<file path="config.mk">
export PLATFORM = sky130hd
export DESIGN_NAME = single_wire_humidity_sensor_reader
export DESIGN_NICKNAME = d
export VERILOG_FILES = /design/src/hw/rtl/swhs_pkg.sv /design/src/hw/rtl/swhs_csr.sv /design/src/hw/rtl/swhs_ctrl.sv /design/src/hw/rtl/single_wire_humidity_sensor_reader.sv
export SDC_FILE = /design/constraint.sdc
export NUM_CORES = 1
export LEC_CHECK = 0
export BUFFER_PORTS_ARGS = -buffer_cell sky130_fd_sc_hd__buf_2
export CAP_MARGIN = 20
export CORE_ASPECT_RATIO = 0.8
export CORE_UTILIZATION = 48
export CTS_CLUSTER_DIAMETER = 50
export DETAILED_ROUTE_END_ITERATION = 10
export PLACE_DENSITY = 0.67
export SLEW_MARGIN = 10
export SYNTH_ARGS = -nofsm -noshare
export SYNTH_HDL_FRONTEND = slang
export SYNTH_SLANG_ARGS = --single-unit
</file>
<file path="constraint.sdc">
create_clock -name clock -period 10 [get_ports clock]
set_input_delay 0.5 -clock clock [delete_from_list [all_inputs] [get_ports clock]]
set_output_delay 0.5 -clock clock [all_outputs]
set_load 0.01 [all_outputs]
</file>
<file path="src/hw/rtl/swhs_pkg.sv">
// Shared types and constants for the single-wire humidity sensor reader.
package swhs_pkg;

   // Frame layout: two data words and a checksum byte, sent MSB first
   localparam int unsigned DATA_WORDS  = 2;
   localparam int unsigned WORD_BITS   = 16;
   localparam int unsigned CHECK_BITS  = 8;
   localparam int unsigned TOTAL_BITS  = DATA_WORDS * WORD_BITS + CHECK_BITS;
   localparam int unsigned BIT_INDEX_W = 6;
   localparam int unsigned TICK_W      = 16;
   localparam int unsigned CSR_INDEX_W = 3;

   // Register indexes on the configuration port
   localparam logic [CSR_INDEX_W-1:0] CSR_START_LOW     = 3'd0;
   localparam logic [CSR_INDEX_W-1:0] CSR_RELEASE_HIGH  = 3'd1;
   localparam logic [CSR_INDEX_W-1:0] CSR_RESPONSE_WAIT = 3'd2;
   localparam logic [CSR_INDEX_W-1:0] CSR_RESPONSE_CHK  = 3'd3;
   localparam logic [CSR_INDEX_W-1:0] CSR_BIT_SAMPLE    = 3'd4;

   // Register reset values, in ticks
   localparam logic [TICK_W-1:0] START_LOW_RESET     = 16'd1200;
   localparam logic [TICK_W-1:0] RELEASE_HIGH_RESET  = 16'd30;
   localparam logic [TICK_W-1:0] RESPONSE_WAIT_RESET = 16'd40;
   localparam logic [TICK_W-1:0] RESPONSE_CHK_RESET  = 16'd80;
   localparam logic [TICK_W-1:0] BIT_SAMPLE_RESET    = 16'd40;

   // Timing configuration seen by the sequencer
   typedef struct packed {
      logic [TICK_W-1:0] start_low_ticks;
      logic [TICK_W-1:0] release_high_ticks;
      logic [TICK_W-1:0] response_wait_ticks;
      logic [TICK_W-1:0] response_check_ticks;
      logic [TICK_W-1:0] bit_sample_ticks;
   } cfg_type;

   // One result item
   typedef struct packed {
      logic                  drive_enable;
      logic                  drive_level;
      logic                  busy_res;
      logic                  done_res;
      logic [WORD_BITS-1:0]  first_word;
      logic [WORD_BITS-1:0]  second_word;
      logic [CHECK_BITS-1:0] received_checksum;
      logic                  checksum_ok;
      logic                  response_failed;
   } result_type;

endpackage

</file>
<file path="src/hw/rtl/swhs_csr.sv">
// Timing configuration registers of the single-wire humidity sensor reader.
module swhs_csr (
   input  logic                               clock,
   input  logic                               reset,
   input  logic                               csr_write_enable,
   input  logic [swhs_pkg::CSR_INDEX_W-1:0]   csr_index,
   input  logic [swhs_pkg::TICK_W-1:0]        csr_write_data,
   output swhs_pkg::cfg_type                  cfg
);

   swhs_pkg::cfg_type cfg_ff;
   swhs_pkg::cfg_type cfg_in;

   // Pick the addressed register; drop writes beyond the list
   always_comb begin
      cfg_in = cfg_ff;
      if (csr_write_enable) begin
         case (csr_index)
            swhs_pkg::CSR_START_LOW:     cfg_in.start_low_ticks      = csr_write_data;
            swhs_pkg::CSR_RELEASE_HIGH:  cfg_in.release_high_ticks   = csr_write_data;
            swhs_pkg::CSR_RESPONSE_WAIT: cfg_in.response_wait_ticks  = csr_write_data;
            swhs_pkg::CSR_RESPONSE_CHK:  cfg_in.response_check_ticks = csr_write_data;
            swhs_pkg::CSR_BIT_SAMPLE:    cfg_in.bit_sample_ticks     = csr_write_data;
            default: ;
         endcase
      end
   end

   always_ff @(posedge clock) begin
      if (reset) begin
         cfg_ff.start_low_ticks      <= swhs_pkg::START_LOW_RESET;
         cfg_ff.release_high_ticks   <= swhs_pkg::RELEASE_HIGH_RESET;
         cfg_ff.response_wait_ticks  <= swhs_pkg::RESPONSE_WAIT_RESET;
         cfg_ff.response_check_ticks <= swhs_pkg::RESPONSE_CHK_RESET;
         cfg_ff.bit_sample_ticks     <= swhs_pkg::BIT_SAMPLE_RESET;
      end else begin
         cfg_ff <= cfg_in;
      end
   end

   assign cfg = cfg_ff;

endmodule

</file>
<file path="src/hw/rtl/swhs_ctrl.sv">
// Bus sequencer: start pulse, response check, bit reception and checksum.
module swhs_ctrl (
   input  logic                   clock,
   input  logic                   reset,
   input  logic                   step,
   input  logic                   start_request,
   input  logic                   line_level,
   input  swhs_pkg::cfg_type      cfg,
   output swhs_pkg::result_type   result
);

   typedef enum logic [3:0] {
      PH_IDLE,
      PH_START_LOW,
      PH_DRIVE_HIGH,
      PH_RESP_WAIT,
      PH_RESP_CHECK,
      PH_RESP_END,
      PH_BIT_HIGH,
      PH_BIT_DELAY,
      PH_BIT_LOW
   } phase_type;

   localparam int unsigned FRAME_W = swhs_pkg::TOTAL_BITS;
   localparam int unsigned WB      = swhs_pkg::WORD_BITS;
   localparam int unsigned CB      = swhs_pkg::CHECK_BITS;

   phase_type                           phase_ff, phase_in;
   logic [swhs_pkg::TICK_W-1:0]         tick_ff, tick_in;
   logic [swhs_pkg::BIT_INDEX_W-1:0]    bit_idx_ff, bit_idx_in;
   logic [FRAME_W-1:0]                  shift_ff, shift_in;
   logic                                fail_ff, fail_in;
   logic [FRAME_W-1:0]                  last_ff, last_in;
   logic                                last_ok_ff, last_ok_in;

   logic [swhs_pkg::TICK_W-1:0]         limit;
   logic                                due;
   logic [swhs_pkg::TICK_W-1:0]         tick_inc;
   logic [7:0]                          byte_sum;
   logic                                done;

   // Select the limit of the timed phase in progress
   always_comb begin
      case (phase_ff)
         PH_START_LOW:  limit = cfg.start_low_ticks;
         PH_DRIVE_HIGH: limit = cfg.release_high_ticks;
         PH_RESP_WAIT:  limit = cfg.response_wait_ticks;
         PH_RESP_CHECK: limit = cfg.response_check_ticks;
         PH_BIT_DELAY:  limit = cfg.bit_sample_ticks;
         default:       limit = '0;
      endcase
   end

   assign due      = (tick_ff >= limit);
   assign tick_inc = tick_ff + 16'd1;

   // Byte sum of the two data words, modulo 256
   assign byte_sum = shift_ff[39:32] + shift_ff[31:24] + shift_ff[23:16] + shift_ff[15:8];

   // Advance the sequencer by one tick
   always_comb begin
      phase_in   = phase_ff;
      tick_in    = tick_ff;
      bit_idx_in = bit_idx_ff;
      shift_in   = shift_ff;
      fail_in    = fail_ff;
      last_in    = last_ff;
      last_ok_in = last_ok_ff;
      done       = 1'b0;
      if (step) begin
         case (phase_ff)
            PH_IDLE: begin
               if (start_request) begin
                  fail_in    = 1'b0;
                  bit_idx_in = '0;
                  shift_in   = '0;
                  phase_in   = PH_START_LOW;
                  tick_in    = 16'd1;
               end
            end
            PH_START_LOW: begin
               if (due) begin
                  phase_in = PH_DRIVE_HIGH;
                  tick_in  = 16'd1;
               end else begin
                  tick_in = tick_inc;
               end
            end
            PH_DRIVE_HIGH: begin
               if (due) begin
                  phase_in = PH_RESP_WAIT;
                  tick_in  = 16'd1;
               end else begin
                  tick_in = tick_inc;
               end
            end
            PH_RESP_WAIT: begin
               if (due) begin
                  phase_in = line_level ? PH_RESP_END : PH_RESP_CHECK;
                  tick_in  = 16'd1;
               end else begin
                  tick_in = tick_inc;
               end
            end
            PH_RESP_CHECK: begin
               if (due) begin
                  fail_in  = ~line_level;
                  phase_in = PH_RESP_END;
                  tick_in  = 16'd1;
               end else begin
                  tick_in = tick_inc;
               end
            end
            PH_RESP_END: begin
               if (!line_level) begin
                  bit_idx_in = '0;
                  phase_in   = PH_BIT_HIGH;
                  tick_in    = 16'd1;
               end
            end
            PH_BIT_HIGH: begin
               if (line_level) begin
                  phase_in = PH_BIT_DELAY;
                  tick_in  = 16'd1;
               end
            end
            PH_BIT_DELAY: begin
               if (due) begin
                  shift_in   = {shift_ff[FRAME_W-2:0], line_level};
                  bit_idx_in = bit_idx_ff + 6'd1;
                  phase_in   = PH_BIT_LOW;
                  tick_in    = 16'd1;
               end else begin
                  tick_in = tick_inc;
               end
            end
            PH_BIT_LOW: begin
               if (!line_level) begin
                  if (bit_idx_ff >= swhs_pkg::BIT_INDEX_W'(FRAME_W)) begin
                     last_in    = shift_ff;
                     last_ok_in = (byte_sum == shift_ff[CB-1:0]);
                     done       = 1'b1;
                     phase_in   = PH_IDLE;
                     tick_in    = '0;
                  end else begin
                     phase_in = PH_BIT_HIGH;
                     tick_in  = 16'd1;
                  end
               end
            end
            default: begin
               phase_in = PH_IDLE;
               tick_in  = '0;
            end
         endcase
      end
   end

   // Hold sequencer state
   always_ff @(posedge clock) begin
      if (reset) begin
         phase_ff   <= PH_IDLE;
         tick_ff    <= '0;
         bit_idx_ff <= '0;
         shift_ff   <= '0;
         fail_ff    <= 1'b0;
         last_ff    <= '0;
         last_ok_ff <= 1'b0;
      end else begin
         phase_ff   <= phase_in;
         tick_ff    <= tick_in;
         bit_idx_ff <= bit_idx_in;
         shift_ff   <= shift_in;
         fail_ff    <= fail_in;
         last_ff    <= last_in;
         last_ok_ff <= last_ok_in;
      end
   end

   // Form the result item from the state after this tick
   always_comb begin
      result.drive_enable      = (phase_in == PH_IDLE) || (phase_in == PH_DRIVE_HIGH)
                                 || (phase_in == PH_START_LOW);
      result.drive_level       = (phase_in == PH_IDLE) || (phase_in == PH_DRIVE_HIGH);
      result.busy_res          = (phase_in != PH_IDLE);
      result.done_res          = done;
      result.first_word        = last_in[CB+2*WB-1:CB+WB];
      result.second_word       = last_in[CB+WB-1:CB];
      result.received_checksum = last_in[CB-1:0];
      result.checksum_ok       = last_ok_in;
      result.response_failed   = fail_in;
   end

endmodule

</file>
<file path="src/hw/rtl/single_wire_humidity_sensor_reader.sv">
// Top level of the single-wire humidity sensor reader: item registers and control.
//
// Usage:
//   Send one req_ item per microsecond tick, carrying the sampled data line
//   level and a start request. Every accepted item yields exactly one rsp_
//   item showing the line drive and the reading state after that tick.
//   On a start request while idle the block pulls the line low, drives it
//   high, releases it, checks the sensor response and reads a 40-bit frame
//   (two 16-bit words and a checksum byte). rsp_done_res pulses on the item
//   that completes a reading; the words and checksum flag then hold until
//   the next reading completes.
// Timing:
//   An item passes through one input register and one result register with
//   the sequencer logic between them, so rsp_valid rises once the item has
//   been registered in both. Throughput is one item per cycle while the result
//   is not stalled; the input register takes a new item while a result is
//   still waiting, and req_stall rises only when both registers are full
//   and rsp_stall is high.
// Reset:
//   Synchronous, active high. Clears both valid flags, returns the sequencer
//   to idle with the line driven high, and loads the default timings.
module single_wire_humidity_sensor_reader (
   input  logic                                  clock,
   input  logic                                  reset,
   // input items
   input  logic                                  req_valid,
   output logic                                  req_stall,
   input  logic                                  req_start_request,
   input  logic                                  req_line_level,
   // result items
   output logic                                  rsp_valid,
   input  logic                                  rsp_stall,
   output logic                                  rsp_drive_enable,
   output logic                                  rsp_drive_level,
   output logic                                  rsp_busy_res,
   output logic                                  rsp_done_res,
   output logic [swhs_pkg::WORD_BITS-1:0]        rsp_first_word,
   output logic [swhs_pkg::WORD_BITS-1:0]        rsp_second_word,
   output logic [swhs_pkg::CHECK_BITS-1:0]       rsp_received_checksum,
   output logic                                  rsp_checksum_ok,
   output logic                                  rsp_response_failed,
   // configuration
   input  logic                                  csr_write_enable,
   input  logic [swhs_pkg::CSR_INDEX_W-1:0]      csr_index,
   input  logic [swhs_pkg::TICK_W-1:0]           csr_write_data
);

   swhs_pkg::cfg_type     cfg;
   swhs_pkg::result_type  result;

   logic                  in_valid_ff, in_valid_in;
   logic                  in_start_ff;
   logic                  in_line_ff;
   logic                  rsp_valid_ff, rsp_valid_in;
   swhs_pkg::result_type  rsp_data_ff;

   logic                  out_free;
   logic                  advance;
   logic                  accept;

   swhs_csr u_csr (
      .clock            (clock),
      .reset            (reset),
      .csr_write_enable (csr_write_enable),
      .csr_index        (csr_index),
      .csr_write_data   (csr_write_data),
      .cfg              (cfg)
   );

   swhs_ctrl u_ctrl (
      .clock         (clock),
      .reset         (reset),
      .step          (advance),
      .start_request (in_start_ff),
      .line_level    (in_line_ff),
      .cfg           (cfg),
      .result        (result)
   );

   // Move an item on when the result register is empty or being drained
   assign out_free  = !rsp_valid_ff || !rsp_stall;
   assign advance   = in_valid_ff && out_free;
   assign req_stall = in_valid_ff && !out_free;
   assign accept    = req_valid && !req_stall;

   assign in_valid_in  = accept || (in_valid_ff && !advance);
   assign rsp_valid_in = advance || (rsp_valid_ff && rsp_stall);

   // Hold valid flags
   always_ff @(posedge clock) begin
      if (reset) begin
         in_valid_ff  <= 1'b0;
         rsp_valid_ff <= 1'b0;
      end else begin
         in_valid_ff  <= in_valid_in;
         rsp_valid_ff <= rsp_valid_in;
      end
   end

   // Capture item payloads
   always_ff @(posedge clock) begin
      if (accept) begin
         in_start_ff <= req_start_request;
         in_line_ff  <= req_line_level;
      end
      if (advance) begin
         rsp_data_ff <= result;
      end
   end

   assign rsp_valid             = rsp_valid_ff;
   assign rsp_drive_enable      = rsp_data_ff.drive_enable;
   assign rsp_drive_level       = rsp_data_ff.drive_level;
   assign rsp_busy_res          = rsp_data_ff.busy_res;
   assign rsp_done_res          = rsp_data_ff.done_res;
   assign rsp_first_word        = rsp_data_ff.first_word;
   assign rsp_second_word       = rsp_data_ff.second_word;
   assign rsp_received_checksum = rsp_data_ff.received_checksum;
   assign rsp_checksum_ok       = rsp_data_ff.checksum_ok;
   assign rsp_response_failed   = rsp_data_ff.response_failed;

`ifndef SYNTHESIS
   // A held input item always reaches the result register next cycle when it is free
   a_item_moves_on: assert property (@(posedge clock) disable iff (reset)
      (in_valid_ff && out_free) |=> rsp_valid_ff)
      else $error("input item not moved to result register");

   // An idle result always shows the line driven high
   a_idle_drives_high: assert property (@(posedge clock) disable iff (reset)
      (rsp_valid_ff && !rsp_busy_res) |-> (rsp_drive_enable && rsp_drive_level))
      else $error("idle result does not drive the line high");

   // A completed reading leaves the sequencer idle
   a_done_not_busy: assert property (@(posedge clock) disable iff (reset)
      (rsp_valid_ff && rsp_done_res) |-> !rsp_busy_res)
      else $error("done reported while still busy");

   // A full input register with a stalled result register blocks new items
   a_stall_when_full: assert property (@(posedge clock) disable iff (reset)
      (in_valid_ff && rsp_valid_ff && rsp_stall) |=> (in_valid_ff && rsp_valid_ff))
      else $error("item lost while both registers were full");
`endif

endmodule

</file>
==> out/qor.txt, run 1 <==
GRT Resource Usage Total: 22.2%
Final setup fails: 0
Max capacitance violation total: 0
Nets: 1,207
Later-pin clock latency in the skew report: 540 ps
Fin Clk Skew: 10.7 ps
I/O pins: 74
Sequential Area: 0.00525 mm²
Placed Area: 0.0111 mm²
R2R cell count: 12
Seq cells post-synth: 238
Die height: 135 µm
R2R Path End: rsp_busy_res
Drt initial violations: 912
CTS buffer count: 27
RSZ-0062 raised after global routing: no
Post-Synth XOR/XNOR Area: 2.32%
Syn avg cell area: 9.63 µm²
CP Cell Sequence: nor2_1, and3_1, a222oi_1, inv_1, a221oi_1, ha_1, nand4_2, nor4_4, a32oi_2, a221o_1, a221o_1, or3_1
Vias: 8,265
Antenna viol nets, final: 0
CTS Hold Bufs: 0
Ratio of cells with drive above 1 in the final layout: 13.2%
Clock slew at reported path FFs: 60 ps
CP delay by family, top: compound AO/OA/AOI/OAI gates
Crit-path most repeated cell: a221o_1
CP endpoint kind: flip-flop
Synth Area in Compound Gates: 14.5%
Top area cells in the synthesized netlist: dfxtp_1, edfxtp_1, nand2_1, a21oi_1, mux2_1
Synthesized netlist cell count: 1,098
Top FF cell, synth: dfxtp_1
Crit start category: flip-flop
Post-synth EDFFs: 48
Slew margin rel.: 29.0%
First-pass detailed-route iteration total: 7
Port Buffers: 73
Synth warnings: 0
Worst EP required: 10,280 ps
Hold Path Class: in -> reg
Clk root buf: clkbuf_16
Power per cell area: 199 mW/mm²
Antenna cells: 0
Vias in the first global route: 7,553
Capture point of the critical path: rsp_busy_res
Buffers plus inverters on the worst setup path: 1
Biggest area consumer among synthesized cells: dfxtp_1
Commonest non-fill, non-tap cell in the layout: nand2_1
Max Slew Vio Count: 0
Post-synthesis mux area share: 4.26%
Status: completed
Worst setup path startpoint: u_ctrl.phase_ff[2]
Worst slew pin tran: 1070 ps
Yosys cell types: 66
Rows: 48
Remaining DRCs: 0
Hold_ws: 148 ps
Vias/cell: 5.75
Area growth syn-to-layout: 13.5%
Period minus WS final: 4520 ps
Reg-to-reg slack, setup: 5480 ps
Instance count on the critical path: 12
Crit Reg-Reg Startpoint: u_ctrl.phase_ff[2]
Async SR Flop Fraction: 0%
Placer Congestion: 0.850
Post-Syn Area: 0.0106 mm²
Total gr overflow: 0
Fin area: 0.0120 mm²
Commonest non-fill, non-tap cells in the layout: nand2_1, dfxtp_1, a21oi_1
CTS tree: yes
Multi-input gate area: 0.00494 mm²
Fillers: 1,895
Fmax: 221 MHz
Initial Utilization: 49.0%
Die footprint: 0.0226 mm²
WL/cell: 17.2 µm
Fin. Hold Viols: 0
Die width: 168 µm
Critical path arrival: 4800 ps
Initial antenna violation count: 0
Post-synthesis sequential area ratio: 49.6%
Pleak: 4.68 nW
Adder-cell share of the synthesized area: 5.73%
Post-Route WL: 24,700 µm
Synth top area share: 36.0%
CTS resizes: 0
Tcrit/Tclk final: 45.2%
Setup TNS: 0 ps
Clock sink total: 238
Crit Path Class: reg -> reg
Core Area: 0.0216 mm²
Postcts setup bufs: 0
Max stage delay on crit path: 780 ps
Dpl hpwl: 16,000 µm
Syn nets: 1,164
Largest family of logic cells by synthesized area: simple AND/OR/NAND/NOR gates
First-pass GRT wire length: 40,600 µm
Simple-gate portion of the synthesized area: 20.0%
Largest net degree at the start of global routing: 69
Max Buffers Root-to-Sink: 3
Maximum vdd ir drop: 0.103 mV
Slowest cell on crit path: dfxtp_1
H-tree Lvls: 1
Critical-path maximum fanout: 23
## through the flow
step	instances	setup WS, ps	power (W)	util [%]
finish	1437	5480	0.00239	55.6
global route	1437	5100	0.00249	55.6
CTS	1437	5560	0.00240	55.6
detailed placement	1387	5590	0.00141	51.5
global placement	1387	5700	0.00141	51.5
floorplan	1098	6070	0.00130	-
## state kept, by name, summed over array words and instances (netlist names)
name,cells
u_ctrl.fail_ff,1
u_ctrl.shift_ff,40
rsp_received_checksum,8
rsp_checksum_ok,1
rsp_valid,1
in_valid_ff,1
rsp_drive_level,1
u_ctrl.bit_idx_ff,6
u_csr.cfg,80
rsp_done_res,1
rsp_drive_enable,1
rsp_second_word,16
u_ctrl.tick_ff,16
u_ctrl.last_ff,40
in_start_ff,1
u_ctrl.last_ok_ff,1
u_ctrl.phase_ff,4
rsp_busy_res,1
in_line_ff,1
rsp_first_word,16
rsp_response_failed,1
## worst min-delay path by stage
| stage | startpoint | endpoint | slack, ps | cells after the start |
|---|---|---|---|---|
| after CTS | req_start_request | in_start_ff | 140 | 1 |
| final | req_start_request | in_start_ff | 150 | 1 |
| after floorplan | u_csr.cfg[64] | u_csr.cfg[64] | 440 | 2 |
| after global routing | req_line_level | in_line_ff | 140 | 1 |
| after detailed placement | u_csr.cfg[40] | u_csr.cfg[40] | 450 | 2 |
| after global placement | u_csr.cfg[70] | u_csr.cfg[70] | 440 | 2 |
## final cells by class
type                            instances  area share (%)
Clock buffer                           33            6.07
Tap cell                              275            2.87
Sequential cell                       238            43.7
Timing Repair Buffer                   85            3.82
Inverter                               27           0.845
Clock inverter                         17            1.44
Multi-Input combinational cell        762            41.2
## routing by layer
layer  vias to the layer above  wire length [µm]  track usage, %
met5                         -                 0               0
met2                       269             10200            31.4
met1                      3965             12300            34.8
met4                         0               379            4.08
met3                        31              1710            4.25
li1                       4000                 -               -
## power by group
part	leakage, nW	total (W)	internal [W]	switching, W
sequential	1.96	0.00104	0.00101	0.0000286
clock	0.444	0.000991	0.000577	0.000413
combinational	2.27	0.000363	0.000120	0.000242
total	4.68	0.00239	0.00171	0.000684
## cell usage after synthesis, types with 3 or more instances
cell type,n
nor2_1,64
a32oi_1,29
or4_1,5
a211oi_1,3
mux2_1,38
nand2_1,204
xnor2_1,13
and3_1,9
xor2_1,15
nor3_1,10
buf_2,12
and4_1,3
nand2b_1,6
nand3_1,20
a221oi_1,15
nand4_1,6
a21boi_1,4
or3_1,3
a21o_1,3
a31oi_1,4
and2_1,3
inv_1,26
edfxtp_1,48
clkbuf_1,56
nand3b_1,27
a221o_1,3
fa_1,14
and3b_1,3
ha_1,26
o211ai_1,3
buf_1,3
nor2b_1,51
o21ai_0,18
a21oi_1,87
o31ai_1,5
o21ai_1,12
a222oi_1,16
nor3b_1,4
dfxtp_1,190
## worst register-to-register path, delay by kind of cell (launching register included)
| family | cells | cell delay (ps) |
|---|---|---|
| AOI/OAI and AO/OA | 5 | 1680 |
| DFF | 1 | 780 |
| and+or+nand+nor | 5 | 1460 |
| buffers and inverters | 1 | 80 |
| adders and majority gates | 1 | 250 |
## kinds of logic (layout without fill, tap and decap cells)
logic type	Yosys count	in the layout
AND/OR/NAND/NOR	431	431
flip-flops	238	238
AO/OA/AOI/OAI	223	223
buffers and inverters	98	162
adder cells (fa/ha/maj)	40	40
multiplexers	40	40
XOR/XNOR	28	28
Power figures use the tool's default switching activity.
==> run 2: changes to the inputs <==
--- a/config.mk
+++ b/config.mk
@@ -11,7 +11,7 @@
 export CORE_UTILIZATION = 48
 export CTS_CLUSTER_DIAMETER = 50
 export DETAILED_ROUTE_END_ITERATION = 10
-export PLACE_DENSITY = 0.67
+export PLACE_DENSITY = 0.69
 export SLEW_MARGIN = 10
 export SYNTH_ARGS = -nofsm -noshare
 export SYNTH_HDL_FRONTEND = slang
==> constraint.sdc (replaced) <==
create_clock -name clock -period 3.9 [get_ports clock]
set_input_delay 0.195 -clock clock [delete_from_list [all_inputs] [get_ports clock]]
set_output_delay 0.195 -clock clock [all_outputs]
set_load 0.01 [all_outputs]
==> run 2 against run 1 <==
Effect of this change: count of clock-buffer cells in the layout increased by 6; critical path depth grew 2; flip-flop and latch count is the same; clock power rose to 2.6 times the previous value; wire length up 3.9%; clock skew rose by 8.0 ps; hold slack got worse by 92 ps; combinational power grew to 3.2 times the previous value; register-to-register slack lost 5300 ps; maximum frequency is 22% higher.
==> out/qor.txt, run 2 (synthesis results as in run 1) <==
Status: completed
Vias: 8,429 (+2.0%)
Reg-to-reg slack, setup: 200 ps (-5280 ps)
Remaining DRCs: 0 (unchanged)
Fillers: 1,862 (-1.7%)
Setup TNS: 0 ps (unchanged)
RSZ-0062 raised after global routing: no
Period minus WS final: 3700 ps (-815 ps)
Tcrit/Tclk final: 95.0% (+50 points)
Crit start category: flip-flop
Max capacitance violation total: 0 (unchanged)
H-tree Lvls: 1 (unchanged)
R2R cell count: 14 (+2)
Initial Utilization: 49.0% (unchanged)
Die height: 135 µm (unchanged)
Slew margin rel.: 32.5% (+3.5 points)
Fmax: 270 MHz (+22%)
Maximum vdd ir drop: 0.306 mV (+200%)
Drt initial violations: 897 (-1.6%)
Fin. Hold Viols: 0 (unchanged)
Largest register FFs: 80 (unchanged)
R2R Path End: rsp_busy_res
Core Area: 0.0216 mm² (unchanged)
Die width: 168 µm (unchanged)
Clock slew at reported path FFs: 60 ps (about the same)
Commonest non-fill, non-tap cell in the layout: nand2_1
Antenna viol nets, final: 0 (unchanged)
Crit Path Class: reg -> reg
Port Buffers: 73 (unchanged)
First-pass GRT wire length: 41,900 µm (+3.3%)
Max Slew Vio Count: 0 (unchanged)
Power per cell area: 506 mW/mm² (+150%)
CP endpoint kind: flip-flop
Final setup fails: 0 (unchanged)
Critical-path maximum fanout: 20 (-13%)
Later-pin clock latency in the skew report: 540 ps (about the same)
Critical path arrival: 3980 ps (-820 ps)
Crit Reg-Reg Startpoint: u_ctrl.phase_ff[0]
Fin Clk Skew: 18.7 ps (+8.00 ps)
Crit-path most repeated cell: buf_4
Hold_ws: 55.5 ps (-92.5 ps)
Placed Area: 0.0114 mm² (+2.3%)
Vias in the first global route: 7,733 (+2.4%)
Hold Path Sink: u_csr.cfg[63]
Worst setup path startpoint: u_ctrl.phase_ff[0]
Clk root buf: clkbuf_16
Vias/cell: 5.69 (-1.1%)
Slowest cell on crit path: dfxtp_1
GR Layer Usage met3: 3.60% (-0.64 points)
GRT Resource Usage Total: 22.9% (+0.74 points)
Rows: 48 (unchanged)
M1 GR Usage: 36.3% (+1.5 points)
Largest net degree at the start of global routing: 111 (+61%)
Non-filler instance count after layout: 1,482 (+3.1%)
Commonest non-fill, non-tap cells in the layout: nand2_1, dfxtp_1, a21oi_1
Grt peak-use layer: met1
CTS tree: yes
Hold path start: csr_index[1]
Worst slew pin tran: 1010 ps (-53.0 ps)
First-pass detailed-route iteration total: 6 (-1)
CTS buffer count: 27 (unchanged)
WL/cell: 17.3 µm (+0.77%)
Max Buffers Root-to-Sink: 3 (unchanged)
Total gr overflow: 0 (unchanged)
Antenna cells: 0 (unchanged)
Hold Path Class: in -> reg
Area growth syn-to-layout: 18.3%
Post-Route WL: 25,600 µm (+3.9%)
Worst EP required: 4180 ps (-6100 ps)
Dpl hpwl: 16,800 µm (+4.8%)
Max stage delay on crit path: 370 ps (-410 ps)
Inst Count DP: 1,412 (+1.8%)
Met2 Usage GRT: 32.2% (+0.74 points)
I/O pins: 74 (unchanged)
Initial antenna violation count: 0 (unchanged)
Placer Congestion: 0.886 (+4.2%)
Die footprint: 0.0226 mm² (unchanged)
Nets: 1,253 (+3.8%)
Clock sink total: 238 (unchanged)
Pleak: 4.92 nW (+5.3%)
CP Cell Sequence: buf_4, nand2_1, nor3_1, buf_4, buf_4, a221oi_2, ha_1, nand2_1, buf_4, nor4_4, a32oi_4, a221o_1, a221o_1, or3_1
Hold depth: 4 (+3)
Ratio of cells with drive above 1 in the final layout: 15.0% (+1.8 points)
Fin area: 0.0125 mm² (+4.3%)
==> run 2: critical path, delay by kind of cell (launching register included) <==
| family | cells | cell delay (ps) |
|---|---|---|
| AOI/OAI and AO/OA | 4 | 950 |
| buffers and inverters | 4 | 810 |
| DFF | 1 | 370 |
| and+or+nand+nor | 5 | 1040 |
| adders and majority gates | 1 | 280 |
==> run 2: final cells by class <==
| class | instances | area, µm² | share of cell area, % |
|---|---|---|---|
| Clock inverter | 10 | 136 | 1.09 |
| Multi-Input combinational cell | 762 | 5000 | 40.0 |
| Inverter | 27 | 101 | 0.810 |
| Clock buffer | 39 | 761 | 6.08 |
| Tap cell | 275 | 344 | 2.75 |
| Sequential cell | 238 | 5250 | 41.9 |
| Timing Repair Buffer | 131 | 920 | 7.35 |
==> run 2: worst max path at each step <==
stage | to
after floorplan | rsp_busy_res
after global placement | rsp_busy_res
after detailed placement | rsp_busy_res
after CTS | rsp_busy_res
after global routing | rsp_busy_res
final | rsp_busy_res
==> run 2: metrics by stage <==
step / utilization, % / setup WS, ps / power [W]
floorplan: - / 21.0 / 0.00335
global placement: 52.6 / -105 / 0.00375
detailed placement: 52.7 / 137 / 0.00376
CTS: 57.7 / 124 / 0.00631
global route: 58.0 / 11.5 / 0.00660
finish: 58.0 / 197 / 0.00633
==> run 2: timing repair <==
item / 4_1_cts / 5_1_grt
gates resized for setup: 0 / 9
hold endpoints to repair: 84 / 0
endpoints found under the setup margin: 0 / 5
hold buffers: 20 / 0
setup buffers: 0 / 1
==> run 2: report_power, final <==
group	switching, W	internal, W
Combinational	0.000707	0.000453
Sequential	0.0000428	0.00259
Clock	0.00103	0.00151
Total	0.00178	0.00455
==> run 2: metal layers <==
layer  up-vias  wire (µm)
met5         -          0
met3        41       1690
li1       4073          -
met2       271      10500
met1      4044      13000
met4         0        413
==> run 3: changes to the inputs <==
--- a/config.mk
+++ b/config.mk
@@ -11,7 +11,7 @@
 export CORE_UTILIZATION = 48
 export CTS_CLUSTER_DIAMETER = 50
 export DETAILED_ROUTE_END_ITERATION = 10
-export PLACE_DENSITY = 0.69
+export PLACE_DENSITY = 0.67
 export SLEW_MARGIN = 10
 export SYNTH_ARGS = -nofsm -noshare
 export SYNTH_HDL_FRONTEND = slang
==> constraint.sdc (replaced) <==
create_clock -name clock -period 4.6 [get_ports clock]
set_input_delay 0.23 -clock clock [delete_from_list [all_inputs] [get_ports clock]]
set_output_delay 0.23 -clock clock [all_outputs]
set_load 0.01 [all_outputs]
==> run 3 against run 2 <==
Effect of this change: non-clock buffer count fell by 23; hold slack better by 230 ps; largest power group unchanged; largest cell class unchanged; maximum frequency fell by 8.4%.
==> out/qor.txt, run 3 (synthesis results as in run 1) <==
Status: completed
CTS tree: yes
Rows: 48 (unchanged)
Max Buffers Root-to-Sink: 3 (unchanged)
GRT Resource Usage Total: 22.0% (-0.90 points)
Max capacitance violation total: 0 (unchanged)
Placer Congestion: 0.876 (-1.1%)
Period minus WS final: 4040 ps (+338 ps)
Die footprint: 0.0226 mm² (unchanged)
Worst EP required: 4860 ps (+680 ps)
Inst Count DP: 1,389 (-1.6%)
CP Cell Sequence: inv_1, and3_1, a222oi_1, inv_1, a221oi_1, ha_1, a21oi_1, o21ai_0, a211oi_4, a221o_1, a221o_1, or3_1
Crit Path Class: reg -> reg
Vias in the first global route: 7,684 (-0.63%)
Clock sink total: 238 (unchanged)
Slew margin rel.: 33.8% (+1.3 points)
DR WL met2: 10,300 µm (-1.4%)
CP delay by family, top: compound AO/OA/AOI/OAI gates
H-tree Lvls: 1 (unchanged)
Dpl hpwl: 16,300 µm (-3.0%)
Commonest non-fill, non-tap cell in the layout: nand2_1
Core Area: 0.0216 mm² (unchanged)
Final setup fails: 0 (unchanged)
Max Slew Vio Count: 0 (unchanged)
First-pass detailed-route iteration total: 8 (+2)
Buffers plus inverters on the worst setup path: 2 (-2)
Core Util, Final: 56.7% (-1.3 points)
Crit start category: flip-flop
Post-Route WL: 24,900 µm (-2.8%)
Die width: 168 µm (unchanged)
Fin Clk Skew: 20.9 ps (+2.15 ps)
Postcts setup bufs: 0 (unchanged)
Power per cell area: 427 mW/mm² (-16%)
Nets: 1,229 (-1.9%)
Remaining DRCs: 0 (unchanged)
CTS Hold Bufs: 20 (unchanged)
Ratio of cells with drive above 1 in the final layout: 12.8% (-2.1 points)
CTS resizes: 0 (unchanged)
Fmax: 247 MHz (-8.4%)
Tcrit/Tclk final: 87.8% (-7.1 points)
Slowest cell on crit path: o21ai_0
Maximum vdd ir drop: 0.332 mV (+8.5%)
Initial Utilization: 49.0% (unchanged)
Fillers: 1,869 (+0.38%)
Top Layer Used: met4
I/O pins: 74 (unchanged)
Clock slew at reported path FFs: 60 ps (about the same)
RSZ-0062 raised after global routing: no
Drt initial violations: 897 (unchanged)
Critical-path maximum fanout: 16 (-20%)
Antenna viol nets, final: 0 (unchanged)
Wire length on met1: 12,600 µm (-3.5%)
Area growth syn-to-layout: 15.8%
Post-route setup slack: 559 ps (+362 ps)
Worst slew pin tran: 992 ps (-19.7 ps)
WL/cell: 17.1 µm (-1.2%)
Initial antenna violation count: 0 (unchanged)
Largest register FFs: 80 (unchanged)
Port Buffers: 73 (unchanged)
Later-pin clock latency in the skew report: 530 ps (about the same)
Critical path arrival: 4300 ps (+320 ps)
Total chip power: 0.00523 W (-17%)
Max stage delay on crit path: 510 ps (+140 ps)
Commonest non-fill, non-tap cells in the layout: nand2_1, dfxtp_1, a21oi_1
Largest net degree at the start of global routing: 96 (-14%)
Clk root buf: clkbuf_16
Hold Path Class: in -> reg
Pleak: 4.79 nW (-2.8%)
Vias/cell: 5.70 (+0.19%)
CTS buffer count: 26 (-3.7%)
Die height: 135 µm (unchanged)
Antenna cells: 0 (unchanged)
Setup TNS: 0 ps (unchanged)
Non-filler instance count after layout: 1,458 (-1.6%)
Total gr overflow: 0 (unchanged)
Placement Setup Slack: 388 ps (+251 ps)
Vias: 8,308 (-1.4%)
CP endpoint kind: flip-flop
Fin. Hold Viols: 0 (unchanged)
First-pass GRT wire length: 40,600 µm (-3.0%)
Met3 wire len: 1670 µm (-0.95%)
## run 3: cell count changes in the layout (fill, tap and decap cells not counted), sizes merged
| cell | change |
|---|---|
| buf | -23 |
| clkinv | +3 |
| inv | -1 |
| clkinvlp | -1 |
| clkbuf | -2 |
## run 3: worst min-delay path: stages
cell     delay (ps)
buf_2           140
nor2_1           60
buf_4           200
nand2_1          90
a21oi_1          50
## run 3: routing by layer
layer | up-vias | GRT usage, %
li1 | 4026 | -
met1 | 3979 | 33.9
met2 | 271 | 31.8
met3 | 32 | 4.13
met4 | 0 | 4.49
met5 | - | 0
## run 3: final cells by class
class                           count  area, µm²  share of cell area [%]
Sequential cell                   238       5250                    42.9
Tap cell                          275        344                    2.81
Clock buffer                       37        785                    6.41
Clock inverter                     11        123                    1.00
Multi-Input combinational cell    762       4940                    40.4
Timing Repair Buffer              108        693                    5.67
Inverter                           27        101                   0.828
## run 3: path summary, 6_finish.rpt
check / startpoint / endpoint / slack, ps / cells after the start
worst max-delay path: u_ctrl.phase_ff[1] / rsp_busy_res / 560 / 12
worst min-delay path: csr_index[1] / u_csr.cfg[48] / 280 / 5
worst max register to register: u_ctrl.phase_ff[1] / rsp_busy_res / 560 / 12
worst min register to register: u_csr.cfg[45] / u_csr.cfg[45] / 460 / 2
## run 3: power by group
group	total [W]	switching (W)	internal, W
Combinational	0.000839	0.000557	0.000281
Clock	0.00216	0.000851	0.00131
Sequential	0.00223	0.0000355	0.00220
Total	0.00523	0.00144	0.00379
## run 3: metrics by stage
stage / hold slack [ps] / area [µm²]
2_1_floorplan: 329 / 10600
3_3_place_gp: 408 / 11100
3_5_place_dp: 410 / 11100
4_1_cts: 257 / 12200
5_1_grt: 289 / 12200
6_report: 285 / 12200
